### src/rtl/ccx_pkg.sv
`timescale 1ns / 1ps
// ---------------------------------------------------------------------------
// ccx_pkg: shared types, constants and round functions
// Holds the ChaCha20 state types, the quarter-round halves, the round-unit
// handshake structs and the configuration register map.
// ---------------------------------------------------------------------------
package ccx_pkg;

    localparam int unsigned BLOCK_BYTES = 64;
    localparam int unsigned STATE_WORDS = 16;
    // Ten double rounds, each a column and a diagonal round, each of those in
    // two half quarter-round steps.
    localparam int unsigned ROUND_STEPS = 40;
    localparam logic [5:0]  LAST_STEP   = 6'(ROUND_STEPS - 1);
    localparam logic [5:0]  LAST_POS    = 6'(BLOCK_BYTES - 1);

    // "expand 32-byte k"
    localparam logic [31:0] SIGMA_0 = 32'h6170_7865;
    localparam logic [31:0] SIGMA_1 = 32'h3320_646e;
    localparam logic [31:0] SIGMA_2 = 32'h7962_2d32;
    localparam logic [31:0] SIGMA_3 = 32'h6b20_6574;

    typedef logic [31:0] t_word;
    // Word 0 sits in the low bits, so byte n of the serialized block is
    // bits [8n+7:8n].
    typedef t_word [STATE_WORDS-1:0] t_state;

    typedef struct packed {
        t_word a;
        t_word b;
        t_word c;
        t_word d;
    } t_quad;

    typedef struct packed {
        logic [7:0] data;
        logic       last;
    } t_in_beat;

    typedef enum logic [1:0] {
        GEN_IDLE,
        GEN_RUN,
        GEN_ADD
    } t_gen_state;

    typedef struct packed {
        logic start;
        logic abort;
    } t_gen_ctl;

    typedef struct packed {
        logic busy;
        logic done;
    } t_gen_sts;

    typedef enum logic [2:0] {
        REG_KEY01   = 3'd0,
        REG_KEY23   = 3'd1,
        REG_KEY45   = 3'd2,
        REG_KEY67   = 3'd3,
        REG_NONCE01 = 3'd4,
        REG_NONCE2  = 3'd5
    } t_reg_idx;

    // Word indexes of the b, c and d operands for each of the four parallel
    // quarter rounds; the a operand is always word q.
    localparam logic [3:0] COL_B  [4] = '{4'd4,  4'd5,  4'd6,  4'd7};
    localparam logic [3:0] COL_C  [4] = '{4'd8,  4'd9,  4'd10, 4'd11};
    localparam logic [3:0] COL_D  [4] = '{4'd12, 4'd13, 4'd14, 4'd15};
    localparam logic [3:0] DIAG_B [4] = '{4'd5,  4'd6,  4'd7,  4'd4};
    localparam logic [3:0] DIAG_C [4] = '{4'd10, 4'd11, 4'd8,  4'd9};
    localparam logic [3:0] DIAG_D [4] = '{4'd15, 4'd12, 4'd13, 4'd14};

    function automatic t_word rotl(t_word v, int unsigned s);
        return (v << s) | (v >> (32 - s));
    endfunction

    // First half of a quarter round: rotations by 16 and 12.
    function automatic t_quad qr_half_a(t_word a, t_word b, t_word c, t_word d);
        t_quad r;
        r.a = a + b;
        r.d = rotl(d ^ r.a, 16);
        r.c = c + r.d;
        r.b = rotl(b ^ r.c, 12);
        return r;
    endfunction

    // Second half of a quarter round: rotations by 8 and 7.
    function automatic t_quad qr_half_b(t_word a, t_word b, t_word c, t_word d);
        t_quad r;
        r.a = a + b;
        r.d = rotl(d ^ r.a, 8);
        r.c = c + r.d;
        r.b = rotl(b ^ r.c, 7);
        return r;
    endfunction

endpackage

### src/rtl/ccx_if.sv
`timescale 1ns / 1ps
// ---------------------------------------------------------------------------
// ccx_in_if / ccx_out_if: byte stream channels
// Valid/ready channels for the input bytes and the result bytes.
// ---------------------------------------------------------------------------
interface ccx_in_if;
    logic       valid;
    logic       ready;
    logic [7:0] data_in;
    logic       end_of_message;

    modport source (output valid, output data_in, output end_of_message, input ready);
    modport sink   (input valid, input data_in, input end_of_message, output ready);
endinterface


### src/rtl/ccx_fifo.sv
`timescale 1ns / 1ps
// ---------------------------------------------------------------------------
// ccx_fifo: input beat queue
// Accepts input beats and holds them until the keystream side can use them.
// ---------------------------------------------------------------------------
module ccx_fifo #(
    parameter int unsigned DEPTH = 4
) (
    input  logic              i_clk,
    input  logic              i_rst_n,
    ccx_in_if.sink            i_in,
    output logic              o_vld,
    output ccx_pkg::t_in_beat o_beat,
    input  logic              i_pop
);
    import ccx_pkg::*;

    localparam int unsigned PW = (DEPTH > 1) ? $clog2(DEPTH) : 1;
    localparam int unsigned CW = $clog2(DEPTH + 1);

    t_in_beat        r_mem [DEPTH];
    logic [PW-1:0]   r_wp;
    logic [PW-1:0]   r_rp;
    logic [CW-1:0]   r_cnt;
    logic            push;
    logic            pop;

    assign i_in.ready = (r_cnt != CW'(DEPTH));
    assign push       = i_in.valid && i_in.ready;
    assign pop        = i_pop && o_vld;
    assign o_vld      = (r_cnt != '0);
    assign o_beat     = r_mem[r_rp];

    always_ff @(posedge i_clk) begin
        if (push) begin
            r_mem[r_wp] <= '{data: i_in.data_in, last: i_in.end_of_message};
        end
    end

    always_ff @(posedge i_clk) begin
        if (!i_rst_n) begin
            r_wp  <= '0;
            r_rp  <= '0;
            r_cnt <= '0;
        end else begin
            if (push) begin
                r_wp <= (r_wp == PW'(DEPTH - 1)) ? '0 : r_wp + PW'(1);
            end
            if (pop) begin
                r_rp <= (r_rp == PW'(DEPTH - 1)) ? '0 : r_rp + PW'(1);
            end
            if (push && !pop) begin
                r_cnt <= r_cnt + CW'(1);
            end else if (pop && !push) begin
                r_cnt <= r_cnt - CW'(1);
            end
        end
    end

    assert property (@(posedge i_clk) disable iff (!i_rst_n)
        r_cnt <= CW'(DEPTH))
        else $error("queue count beyond depth");

    assert property (@(posedge i_clk) disable iff (!i_rst_n)
        (r_cnt == '0) |-> (r_wp == r_rp))
        else $error("empty queue with unequal pointers");

    assert property (@(posedge i_clk) disable iff (!i_rst_n)
        (push && !pop) |=> (r_cnt == $past(r_cnt) + CW'(1)))
        else $error("push not counted");

endmodule

### src/flat_wrapper.sv
// flat-port wrapper written by rule: the top's interface ports become plain ports
module ccx_fifo_flat import ccx_pkg::*;
#(
    parameter int unsigned DEPTH = 4
)
  (i_clk, i_rst_n, o_vld, o_beat, i_pop, i_in_valid, i_in_data_in, i_in_end_of_message, i_in_ready);
  ccx_in_if i_in_i ();
  input  logic i_clk;
  input  logic i_rst_n;
  output logic o_vld;
  output ccx_pkg::t_in_beat o_beat;
  input  logic i_pop;
  input wire logic [$bits(i_in_i.valid)-1:0] i_in_valid;
  input wire logic [$bits(i_in_i.data_in)-1:0] i_in_data_in;
  input wire logic [$bits(i_in_i.end_of_message)-1:0] i_in_end_of_message;
  output wire logic [$bits(i_in_i.ready)-1:0] i_in_ready;
  assign i_in_i.valid = i_in_valid;
  assign i_in_i.data_in = i_in_data_in;
  assign i_in_i.end_of_message = i_in_end_of_message;
  assign i_in_ready = i_in_i.ready;
  ccx_fifo #(.DEPTH(DEPTH)) u_core (.i_clk(i_clk), .i_rst_n(i_rst_n), .i_in(i_in_i), .o_vld(o_vld), .o_beat(o_beat), .i_pop(i_pop));
endmodule
### config.mk
export PLATFORM = sky130hd
export DESIGN_NAME = ccx_fifo_flat
export DESIGN_NICKNAME = d
export VERILOG_FILES = /design/src/rtl/ccx_pkg.sv /design/src/rtl/ccx_if.sv /design/src/rtl/ccx_fifo.sv /design/src/flat_wrapper.sv
export SDC_FILE = /design/constraint.sdc
export NUM_CORES = 1
export LEC_CHECK = 0
export ABC_CLOCK_PERIOD_IN_PS = 2300
export BUFFER_PORTS_ARGS = -buffer_cell sky130_fd_sc_hd__buf_2
export CELL_PAD_IN_SITES_DETAIL_PLACEMENT = 0
export CELL_PAD_IN_SITES_GLOBAL_PLACEMENT = 1
export CORE_MARGIN = 1.5
export CORE_UTILIZATION = 43
export DETAILED_ROUTE_END_ITERATION = 7
export PLACE_DENSITY_LB_ADDON = 0.1
export SETUP_SLACK_MARGIN = 0.3
export SYNTH_ARGS = -nofsm -noshare
export SYNTH_HDL_FRONTEND = slang
export SYNTH_SLANG_ARGS = --single-unit
### constraint.sdc
create_clock -name i_clk -period 2.3 [get_ports i_clk]
set_input_delay 0.345 -clock i_clk [delete_from_list [all_inputs] [get_ports i_clk]]
set_output_delay 0.345 -clock i_clk [all_outputs]
set_load 0.1 [all_outputs]
# After elaboration in Yosys (flattened, before gate mapping)
# Memories as Yosys holds them, arrays and structs flattened. A register that Yosys moved wholly into a read port is not among the register bits.
# Cells that the tools add are included.
[classes]
addsub = 4
eq_ne = 3
mux = 8
reduce_logical = 8
[ops]
columns = ["op", "n"]
rows = [
  ["$mux 2", 4],
  ["$mux 3", 2],
  ["$add 2x1->2 const B", 2],
  ["$eq 2x2->1 const B", 2],
  ["$logic_and 1x1->1", 4],
  ["$add 3x1->3 const B", 1],
  ["$ne 3x3->1 const B", 1],
  ["$reduce_bool 3->1", 1],
  ["$sub 3x1->3 const B", 1],
  ["$logic_not 1->1", 2],
  ["$mux 1", 2],
  ["$reduce_bool 2->1", 1],
]
[totals]
regBits = 7
ramBits = 36
input_bits = 13
out_inout_bits = 11
wordCells = 27
n_memories = 1
[mem_list]
columns = ["name", "depth", "word_bits", "rd", "rd_clocked_by_memory_dff", "wr", "line_no", "source"]
rows = [
  ["u_core.r_mem", 4, 9, 1, 1, 1, "ccx_fifo.sv:21", "t_in_beat r_mem [DEPTH];"],
]

# Depth between registers and ports, before layout
# Gate-level depths: netlist of run 1.
[depth]
ltp_word = 6
depth_mapped = 9
ltp_nobuf = 8

# Least setup slack after synthesis of run 1
# Ideal clock, no wire load.
[synth_timing]
kind = "register to register"
start = "register u_core.r_cnt[0]"
end = "register u_core.r_cnt[2]"
arrival_time_ns = 2.519
setup_slack_ns = -0.295
path_stages_with_launch = 10
path_buffers = 1
synth_period_minus_slack_ns = 2.595
cell_sequence = "dfxtp_1 > or3b_1 > clkbuf_2 > and2_4 > ha_1 > inv_1 > fa_1 > xor2_1 > or3_2 > a21boi_0"
[synth_between]
elab_chain_cells = 5
elab_cells_between_ends = 13
[synth_rtl]
columns = ["item", "line_no", "source"]
rows = [
  ["from (decl)", "ccx_fifo.sv:24", "logic [CW-1:0] r_cnt;"],
  ["from (signal assigned)", "ccx_fifo.sv:53", "r_cnt <= r_cnt + CW'(1);"],
  ["from (signal assigned)", "ccx_fifo.sv:55", "r_cnt <= r_cnt - CW'(1);"],
  ["$ne 3x3->1 *", "ccx_fifo.sv:28", "assign i_in.ready = (r_cnt != CW'(DEPTH));"],
  ["via i_in_ready", "flat_wrapper.sv:16", "output wire logic [$bits(i_in_i.ready)-1:0] i_in_ready;"],
  ["$logic_and 1x1->1 *", "ccx_fifo.sv:29", "assign push = i_in.valid && i_in.ready;"],
  ["via u_core.push", "ccx_fifo.sv:25", "logic push;"],
  ["$logic_not 1->1", "ccx_fifo.sv:54", "end else if (pop && !push) begin"],
  ["$logic_and 1x1->1", "ccx_fifo.sv:54", ""],
  ["$reduce_bool 2->1 (no source line)", "n/a", ""],
]
# The timed path passes the listed nets; every way through them passes the cells marked *. The select of a mux whose other input is x is not followed.
# A chain may end at the register's enable or synchronous reset.

# Final worst setup path of run 1
[layout_timing]
start = "register u_core.r_cnt[2]"
end = "register u_core.r_cnt[2]"
[layout_between]
elab_chain_cells = 5
elab_cells_between_ends = 13
[layout_rtl]
columns = ["item", "line_no"]
rows = [
  ["$ne 3x3->1 *", "ccx_fifo.sv:28"],
  ["$logic_and 1x1->1 *", "ccx_fifo.sv:29"],
  ["via u_core.push", "ccx_fifo.sv:25"],
  ["$logic_not 1->1", "ccx_fifo.sv:54"],
  ["$logic_and 1x1->1", "ccx_fifo.sv:54"],
  ["$reduce_bool 2->1 (no source line)", "n/a"],
]
# Marked as above.

==> summary.json, run 1 <==
{
  "run_status": "completed",
  "effective_utilization_at_floorplan_pct": 44.4,
  "fmaxAchievable_mhz": 512,
  "die-area_mm2": 0.00453,
  "peak_supply_drop_mv": 0.903,
  "avgRoutedWirePerCell_um": 16.8,
  "maximum_level_of_the_cts_h_tree": 2,
  "period_needed_ns": 1.95,
  "critical_path.reg2reg.endpoint": "u_core.r_cnt[2]",
  "dominant_synthesized_flop_cell": "sky130_fd_sc_hd__edfxtp_1",
  "total_instance_count_after_detailed_placement": 170,
  "yosys_warnings": 0,
  "critPathCaptureType": "flop",
  "cts_sinks": 45,
  "leakage_nw": 0.759,
  "drive_above_1_share_pct": 46.5,
  "worst-endpoint-arrival_ns": 2.17,
  "tritoncts": "built",
  "first_global_vias": 958,
  "number_of_buffers_added_on_ports": 23,
  "holdPathEnd": "u_core.r_mem[2][1]",
  "gr-usage-all-layers_pct": 15.5,
  "postSynthRegisterBits": 45,
  "globalplace.congestion": 0.730,
  "core-area_mm2": 0.00400,
  "final_nets": 149,
  "min_delay_path_class": "primary input to flop",
  "final_cells": 179,
  "drv.max_cap_violation_count": 0,
  "final_area_mm2": 0.00213,
  "cts_root_buf": "sky130_fd_sc_hd__clkbuf_8",
  "grt_max_degree": 13,
  "worstReg2RegStart": "u_core.r_cnt[2]",
  "synthesis.nets": 118,
  "powerDensity_mw_per_mm2": 1370,
  "final_antenna_net_count": 0,
  "cts.clk_slew.worst_paths_ns": 0.08,
  "setup-tns-final_ns": 0,
  "post_synthesis_mean_instance_area_um2": 18.1,
  "die-height_um": 67.3,
  "dpl-instance-area_mm2": 0.00199,
  "rrSetupSlack_ns": 0.35,
  "synth_area_leaders": "sky130_fd_sc_hd__edfxtp_1, sky130_fd_sc_hd__mux4_2, sky130_fd_sc_hd__dfxtp_1",
  "reg2reg_depth": 8,
  "count_of_pins_on_the_block_boundary": 24,
  "finalHoldViolCount": 0,
  "hold_path.startpoint": "i_in_data_in[0]",
  "clock_tree_skew_after_final_layout_ns": 0.00403,
  "synth_largest_type_area_fraction_pct": 60.8,
  "required_ns": 2.52,
  "worst_slew_pin_slew_ns": 0.489,
  "ctsHoldBuffers": 0,
  "route.final.wire_length_um": 3000,
  "ys_async_sr_fraction_pct": 0,
  "flow.area_growth_from_synthesis_pct": 19.6,
  "slew_headroom_pct": 67.6,
  "cts_inserted_buffers": 5,
  "netlist_instances": 98,
  "synthDistinctLibCells": 26,
  "final.period_utilization_pct": 84.9,
  "final_max_slew_viol_count": 0,
  "cts_max_path_buffers": 2,
  "die_width_um": 67.3,
  "grt_total_ovfl": 0,
  "first_iter_violations": 59,
  "antenna-diode-count": 0,
  "final_core_util_pct": 53.1,
  "worstPathMaxFanout": 5,
  "drt-pass1-iter-count": 4,
  "synth.yosys.seq_area_share_pct": 70.9,
  "post-route-drc-count": 0,
  "dp_hpwl_um": 2120,
  "clk_latency_ns": 0.29,
  "rsz0062_at_grt": "yes",
  "synth_enable_flop_cells": 36,
  "synth_area_leader_cell": "sky130_fd_sc_hd__edfxtp_1",
  "synthesis.area_mm2": 0.00178,
  "global_route_wire_length_before_repair_um": 4800,
  "hold_depth": 1,
  "average_via_count_per_standard_cell": 5.15,
  "setup_viol": 0,
  "grt_antenna_before_repair": 0,
  "vias": 922,
  "start_kind": "flop",
  "criticalPathCategory": "flop to flop",
  "row_count": 23
}
state kept, by name, indices dropped and copies added, names as in the netlist, named ones only:
signal        flops
u_core.r_wp       2
u_core.r_rp       2
u_core.r_cnt      3
u_core.r_mem     36
metrics by stage:
stage               setup WS, ns  hold WS, ns  power (mW)
finish                     0.348        0.264        2.90
global route               0.274        0.263        3.05
CTS                        0.304        0.258        2.88
detailed placement         0.280        0.502        2.40
global placement           0.353        0.486        2.38
floorplan                  0.190        0.444        2.21
Yosys cell counts (2+ instances only):
master                     instances
sky130_fd_sc_hd__mux2i_1           2
sky130_fd_sc_hd__o21ai_0           4
sky130_fd_sc_hd__nand2_1           5
sky130_fd_sc_hd__ha_1              6
sky130_fd_sc_hd__nor2_1            2
sky130_fd_sc_hd__nand3_1           2
sky130_fd_sc_hd__inv_1             3
sky130_fd_sc_hd__edfxtp_1         36
sky130_fd_sc_hd__dfxtp_1           9
sky130_fd_sc_hd__and3_2            4
sky130_fd_sc_hd__mux4_2            9
sky130_fd_sc_hd__or3_2             2
layer usage:
metal / global-route usage, % / part of all wire (%) / vias to the layer above
met3: 5.00 / 3.7 / 5
li1: - / - / 432
met1: 17.9 / 41 / 469
met4: 6.12 / 1.7 / 0
met5: 0 / 0 / -
met2: 26.7 / 53 / 16
layout by cell type, fill, tap and decap left out:
cell	count
sky130_fd_sc_hd__clkbuf_8	5
sky130_fd_sc_hd__dfxtp_2	2
sky130_fd_sc_hd__nor2_1	2
sky130_fd_sc_hd__nor2b_1	1
sky130_fd_sc_hd__edfxtp_1	36
sky130_fd_sc_hd__a21boi_2	1
sky130_fd_sc_hd__and2_4	1
sky130_fd_sc_hd__mux2i_1	2
sky130_fd_sc_hd__dfxtp_4	2
sky130_fd_sc_hd__buf_4	11
sky130_fd_sc_hd__ha_1	5
sky130_fd_sc_hd__o31ai_4	1
sky130_fd_sc_hd__and2_1	1
sky130_fd_sc_hd__xnor2_1	1
sky130_fd_sc_hd__and3_2	4
sky130_fd_sc_hd__inv_2	1
sky130_fd_sc_hd__clkinv_1	1
sky130_fd_sc_hd__fa_2	1
sky130_fd_sc_hd__nand2_1	5
sky130_fd_sc_hd__mux4_2	9
sky130_fd_sc_hd__clkbuf_4	1
sky130_fd_sc_hd__nand3_1	2
sky130_fd_sc_hd__clkbuf_1	1
sky130_fd_sc_hd__inv_1	2
sky130_fd_sc_hd__or3_2	1
sky130_fd_sc_hd__xor2_2	1
sky130_fd_sc_hd__or3b_4	1
sky130_fd_sc_hd__nand4_1	1
sky130_fd_sc_hd__o21ai_0	4
sky130_fd_sc_hd__dfxtp_1	5
sky130_fd_sc_hd__ha_4	1
sky130_fd_sc_hd__buf_2	16
sky130_fd_sc_hd__or3_4	1
cells by family after synthesis:
family                     share of synthesized area, %
muxes                                              12.5
DFF                                                70.9
buffers and inverters                              1.62
AOI/OAI and AO/OA                                  1.97
xor gates and xnor gates                          0.985
and+or+nand+nor                                    6.62
adders and majority gates                          5.35
worst max-delay path by stage:
stage / startpoint / end / slack, ns / cells past startpoint
floorplan: u_core.r_cnt[2] / u_core.r_cnt[2] / 0.19 / 9
global placement: u_core.r_cnt[0] / u_core.r_cnt[2] / 0.35 / 7
detailed placement: u_core.r_cnt[0] / u_core.r_cnt[2] / 0.28 / 7
CTS: flop / o_beat[7] / 0.30 / 3
global route: u_core.r_cnt[1] / u_core.r_cnt[2] / 0.27 / 8
finish: u_core.r_cnt[2] / u_core.r_cnt[2] / 0.35 / 8
power by group:
part / internal [mW] / switching (mW)
registers: 1.01 / 0.0932
clock network: 0.205 / 0.234
logic: 0.423 / 0.933
what timing repair did:
item	CTS	global route
setup endpoints to repair	2	9
pin swaps	0	3
resized for setup	3	14
buffers inserted	2	0
worst max-delay path, stage by stage (launching register included):
cell	delay (ns)
sky130_fd_sc_hd__dfxtp_4	0.36
sky130_fd_sc_hd__or3b_4	0.23
sky130_fd_sc_hd__and2_4	0.14
sky130_fd_sc_hd__ha_4	0.14
sky130_fd_sc_hd__inv_2	0.04
sky130_fd_sc_hd__fa_2	0.34
sky130_fd_sc_hd__xor2_2	0.16
sky130_fd_sc_hd__or3_4	0.33
sky130_fd_sc_hd__a21boi_2	0.13
final cells by class:
cell class | count | area, um2
clock buffers | 6 | 72.6
clock inverters | 1 | 3.75
fillers | 343 | 1870
inverters | 3 | 11.3
multi-input cells | 46 | 534
flip-flops and latches | 45 | 1270
well taps | 50 | 62.6
repair buffers | 28 | 170
Note: power is estimated with default switching activity, not from simulation.
==> inputs of run 2 (changes only) <==
--- a/config.mk
+++ b/config.mk
@@ -5,12 +5,12 @@
 export SDC_FILE = /design/constraint.sdc
 export NUM_CORES = 1
 export LEC_CHECK = 0
-export ABC_CLOCK_PERIOD_IN_PS = 2300
+export ABC_CLOCK_PERIOD_IN_PS = 2000
 export BUFFER_PORTS_ARGS = -buffer_cell sky130_fd_sc_hd__buf_2
 export CELL_PAD_IN_SITES_DETAIL_PLACEMENT = 0
 export CELL_PAD_IN_SITES_GLOBAL_PLACEMENT = 1
 export CORE_MARGIN = 1.5
-export CORE_UTILIZATION = 43
+export CORE_UTILIZATION = 47
 export DETAILED_ROUTE_END_ITERATION = 7
 export PLACE_DENSITY_LB_ADDON = 0.1
 export SETUP_SLACK_MARGIN = 0.3
==> constraint.sdc (replaced) <==
create_clock -name i_clk -period 2 [get_ports i_clk]
set_input_delay 0.3 -clock i_clk [delete_from_list [all_inputs] [get_ports i_clk]]
set_output_delay 0.3 -clock i_clk [all_outputs]
set_load 0.1 [all_outputs]
==> summary.json, run 2 (synthesized netlist as in run 1, its figures left out) <==
{
  "critical_path_buf_inv_count": {"value": 1, "change": "unchanged"},
  "flow.area_growth_from_synthesis_pct": 26.7,
  "count_of_pins_on_the_block_boundary": {"value": 24, "change": "unchanged"},
  "grt_antenna_before_repair": {"value": 0, "change": "unchanged"},
  "drt-pass1-iter-count": {"value": 5, "change": "+1"},
  "number_of_buffers_added_on_ports": {"value": 23, "change": "unchanged"},
  "global_route_wire_length_before_repair": {"value": 4800, "unit": "um", "change": "+0.15%"},
  "fmaxAchievable": {"value": 525, "unit": "MHz", "change": "+2.5%"},
  "post-route-drc-count": {"value": 0, "change": "unchanged"},
  "avgRoutedWirePerCell": {"value": 16.1, "unit": "um", "change": "-3.7%"},
  "run_status": "completed",
  "hold_path.startpoint": "i_in_data_in[1]",
  "die-height": {"value": 64.5, "unit": "um", "change": "-4.2%"},
  "layout.cells.most_common_list": "sky130_fd_sc_hd__edfxtp_1, sky130_fd_sc_hd__buf_2, sky130_fd_sc_hd__mux4_2, sky130_fd_sc_hd__buf_6, sky130_fd_sc_hd__buf_4",
  "final_core_util": {"value": 62.0, "unit": "%", "change": "+8.9 points"},
  "clk_latency": {"value": 0.29, "unit": "ns", "change": "about the same"},
  "cts_root_buf": "sky130_fd_sc_hd__clkbuf_8",
  "reg.largest.list": "u_core.r_mem (36), u_core.r_cnt (3)",
  "fill_cell_instance_count_of_the_final_layout": {"value": 293, "change": "-15%"},
  "start_kind": "flop",
  "cts.clk_slew.worst_paths": {"value": 0.08, "unit": "ns", "change": "about the same"},
  "route.final.wire_length": {"value": 2920, "unit": "um", "change": "-2.7%"},
  "first_iter_violations": {"value": 21, "change": "-64%"},
  "finalHoldViolCount": {"value": 0, "change": "unchanged"},
  "final_area": {"value": 0.00225, "unit": "mm2", "change": "+6.0%"},
  "peak_supply_drop": {"value": 1.10, "unit": "mV", "change": "+22%"},
  "slew_headroom": {"value": 82.4, "unit": "%", "change": "+15 points"},
  "setup_ws": {"value": 0.0954, "unit": "ns", "change": "-0.252 ns"},
  "most_common_library_cell_in_the_layout_ignoring_fill_and_taps": "sky130_fd_sc_hd__edfxtp_1",
  "row_count": {"value": 22, "change": "-4.3%"},
  "max_ffs_per_register": {"value": 36, "change": "unchanged"},
  "period_needed": {"value": 1.90, "unit": "ns", "change": "-0.0475 ns"},
  "criticalPathCategory": "flop to flop",
  "maximum_level_of_the_cts_h_tree": {"value": 2, "change": "unchanged"},
  "power": {"value": 3.60, "unit": "mW", "change": "+24%"},
  "crit_chain": "or3b_4 > and2_4 > ha_4 > inv_2 > fa_2 > xor2_1 > or3_4 > a21boi_2",
  "drv.max_cap_violation_count": {"value": 0, "change": "unchanged"},
  "tritoncts": "built",
  "cts_sinks": {"value": 45, "change": "unchanged"},
  "critPathLaunch": "u_core.r_cnt[2]",
  "final.period_utilization": {"value": 95.2, "unit": "%", "change": "+10 points"},
  "drive_above_1_share": {"value": 49.6, "unit": "%", "change": "+3.1 points"},
  "vias": {"value": 939, "change": "+1.8%"},
  "grt_max_degree": {"value": 16, "change": "+3"},
  "worst_path_max_delay_cell": "sky130_fd_sc_hd__dfxtp_4",
  "first_global_vias": {"value": 966, "change": "+0.84%"},
  "antenna-diode-count": {"value": 0, "change": "unchanged"},
  "core-area": {"value": 0.00363, "unit": "mm2", "change": "-9.2%"},
  "powerDensity": {"value": 1600, "unit": "mW/mm2", "change": "+17%"},
  "worstReg2RegStart": "u_core.r_cnt[2]",
  "die_width": {"value": 64.5, "unit": "um", "change": "-4.2%"},
  "worst-endpoint-arrival": {"value": 2.13, "unit": "ns", "change": "-0.04 ns"},
  "final_nets": {"value": 152, "change": "+2.0%"},
  "die-area": {"value": 0.00416, "unit": "mm2", "change": "-8.1%"},
  "dp_hpwl": {"value": 1990, "unit": "um", "change": "-6.1%"},
  "effective_utilization_at_floorplan": {"value": 48.9, "unit": "%", "change": "+4.5 points"},
  "ctsHoldBuffers": {"value": 0, "change": "unchanged"},
  "final_max_slew_viol_count": {"value": 0, "change": "unchanged"},
  "dpl-instance-area": {"value": 0.00200, "unit": "mm2", "change": "+0.50%"},
  "critPathCaptureType": "flop",
  "slowest_delay": {"value": 0.37, "unit": "ns", "change": "about the same"},
  "cts_inserted_buffers": {"value": 5, "change": "unchanged"},
  "rsz0062_at_grt": "yes",
  "average_via_count_per_standard_cell": {"value": 5.19, "change": "+0.72%"},
  "register_ranked_first_by_flip_flop_count": "u_core.r_mem",
  "cts_max_path_buffers": {"value": 2, "change": "unchanged"},
  "place_ws": {"value": -0.0401, "unit": "ns", "change": "-0.320 ns"},
  "min_delay_path_class": "primary input to flop",
  "globalplace.congestion": {"value": 0.686, "change": "-6.0%"},
  "gr-usage-all-layers": {"value": 16.6, "unit": "%", "change": "+1.1 points"},
  "worst_slew_pin_slew": {"value": 0.263, "unit": "ns", "change": "-0.226 ns"},
  "required": {"value": 2.23, "unit": "ns", "change": "-0.29 ns"},
  "clock_tree_skew_after_final_layout": {"value": 0.00500, "unit": "ns", "change": "+0.000977 ns"},
  "leakage": {"value": 0.807, "unit": "nW", "change": "+6.2%"},
  "setup_viol": {"value": 0, "change": "unchanged"},
  "final_antenna_net_count": {"value": 0, "change": "unchanged"},
  "grt_total_ovfl": {"value": 0, "change": "unchanged"},
  "critPathTopFamily": "simple AND/OR/NAND/NOR gates",
  "worstPathMaxFanout": {"value": 4, "change": "-1"}
}
-- run 2: layout make-up --
class | count | area [um2] | share of cell area (%)
timing repair buffer | 31 | 287 | 12.7
clock buffer | 5 | 68.8 | 3.05
sequential | 45 | 1280 | 56.7
inverter | 3 | 11.3 | 0.500
multi-input combinational | 46 | 527 | 23.4
tap | 48 | 60.1 | 2.67
clock inverter | 3 | 22.5 | 0.999
-- run 2: where the power goes --
group	internal, mW	switching, mW	total, mW
clock	0.245	0.308	0.553
sequential	1.17	0.102	1.28
combinational	0.664	1.10	1.77
-- run 2: timing repair --
action | in CTS | in global routing
pin swaps | 2 | 2
endpoints found under the hold margin | 0 | 0
resized for setup | 27 | 9
setup endpoints to repair | 13 | 13
setup buffers | 3 | 2
-- run 2: final timing paths --
kind	slack, ns	endpoint	cells after the start
worst max-delay path	0.1	u_core.r_cnt[2]	8
worst max register to register	0.1	u_core.r_cnt[2]	8
worst min-delay path	0.22	u_core.r_mem[1][2]	1
worst min register to register	0.50	u_core.r_wp[1]	2
-- run 2: layer usage --
metal | up-vias | global-route usage, % | wire (um)
li1 | 443 | - | -
met1 | 474 | 20.1 | 1240
met2 | 17 | 27.5 | 1510
met3 | 5 | 4.69 | 104
met4 | 0 | 7.98 | 62
met5 | - | 0 | 0
-- run 2: metrics by stage --
stage	TNS (ns)	hold WS, ns	cells
after floorplan	-0.110	0.399	98
after global placement	0	0.488	168
after detailed placement	-0.0401	0.495	168
after CTS	0	0.210	179
after global routing	0	0.210	181
final	0	0.221	181
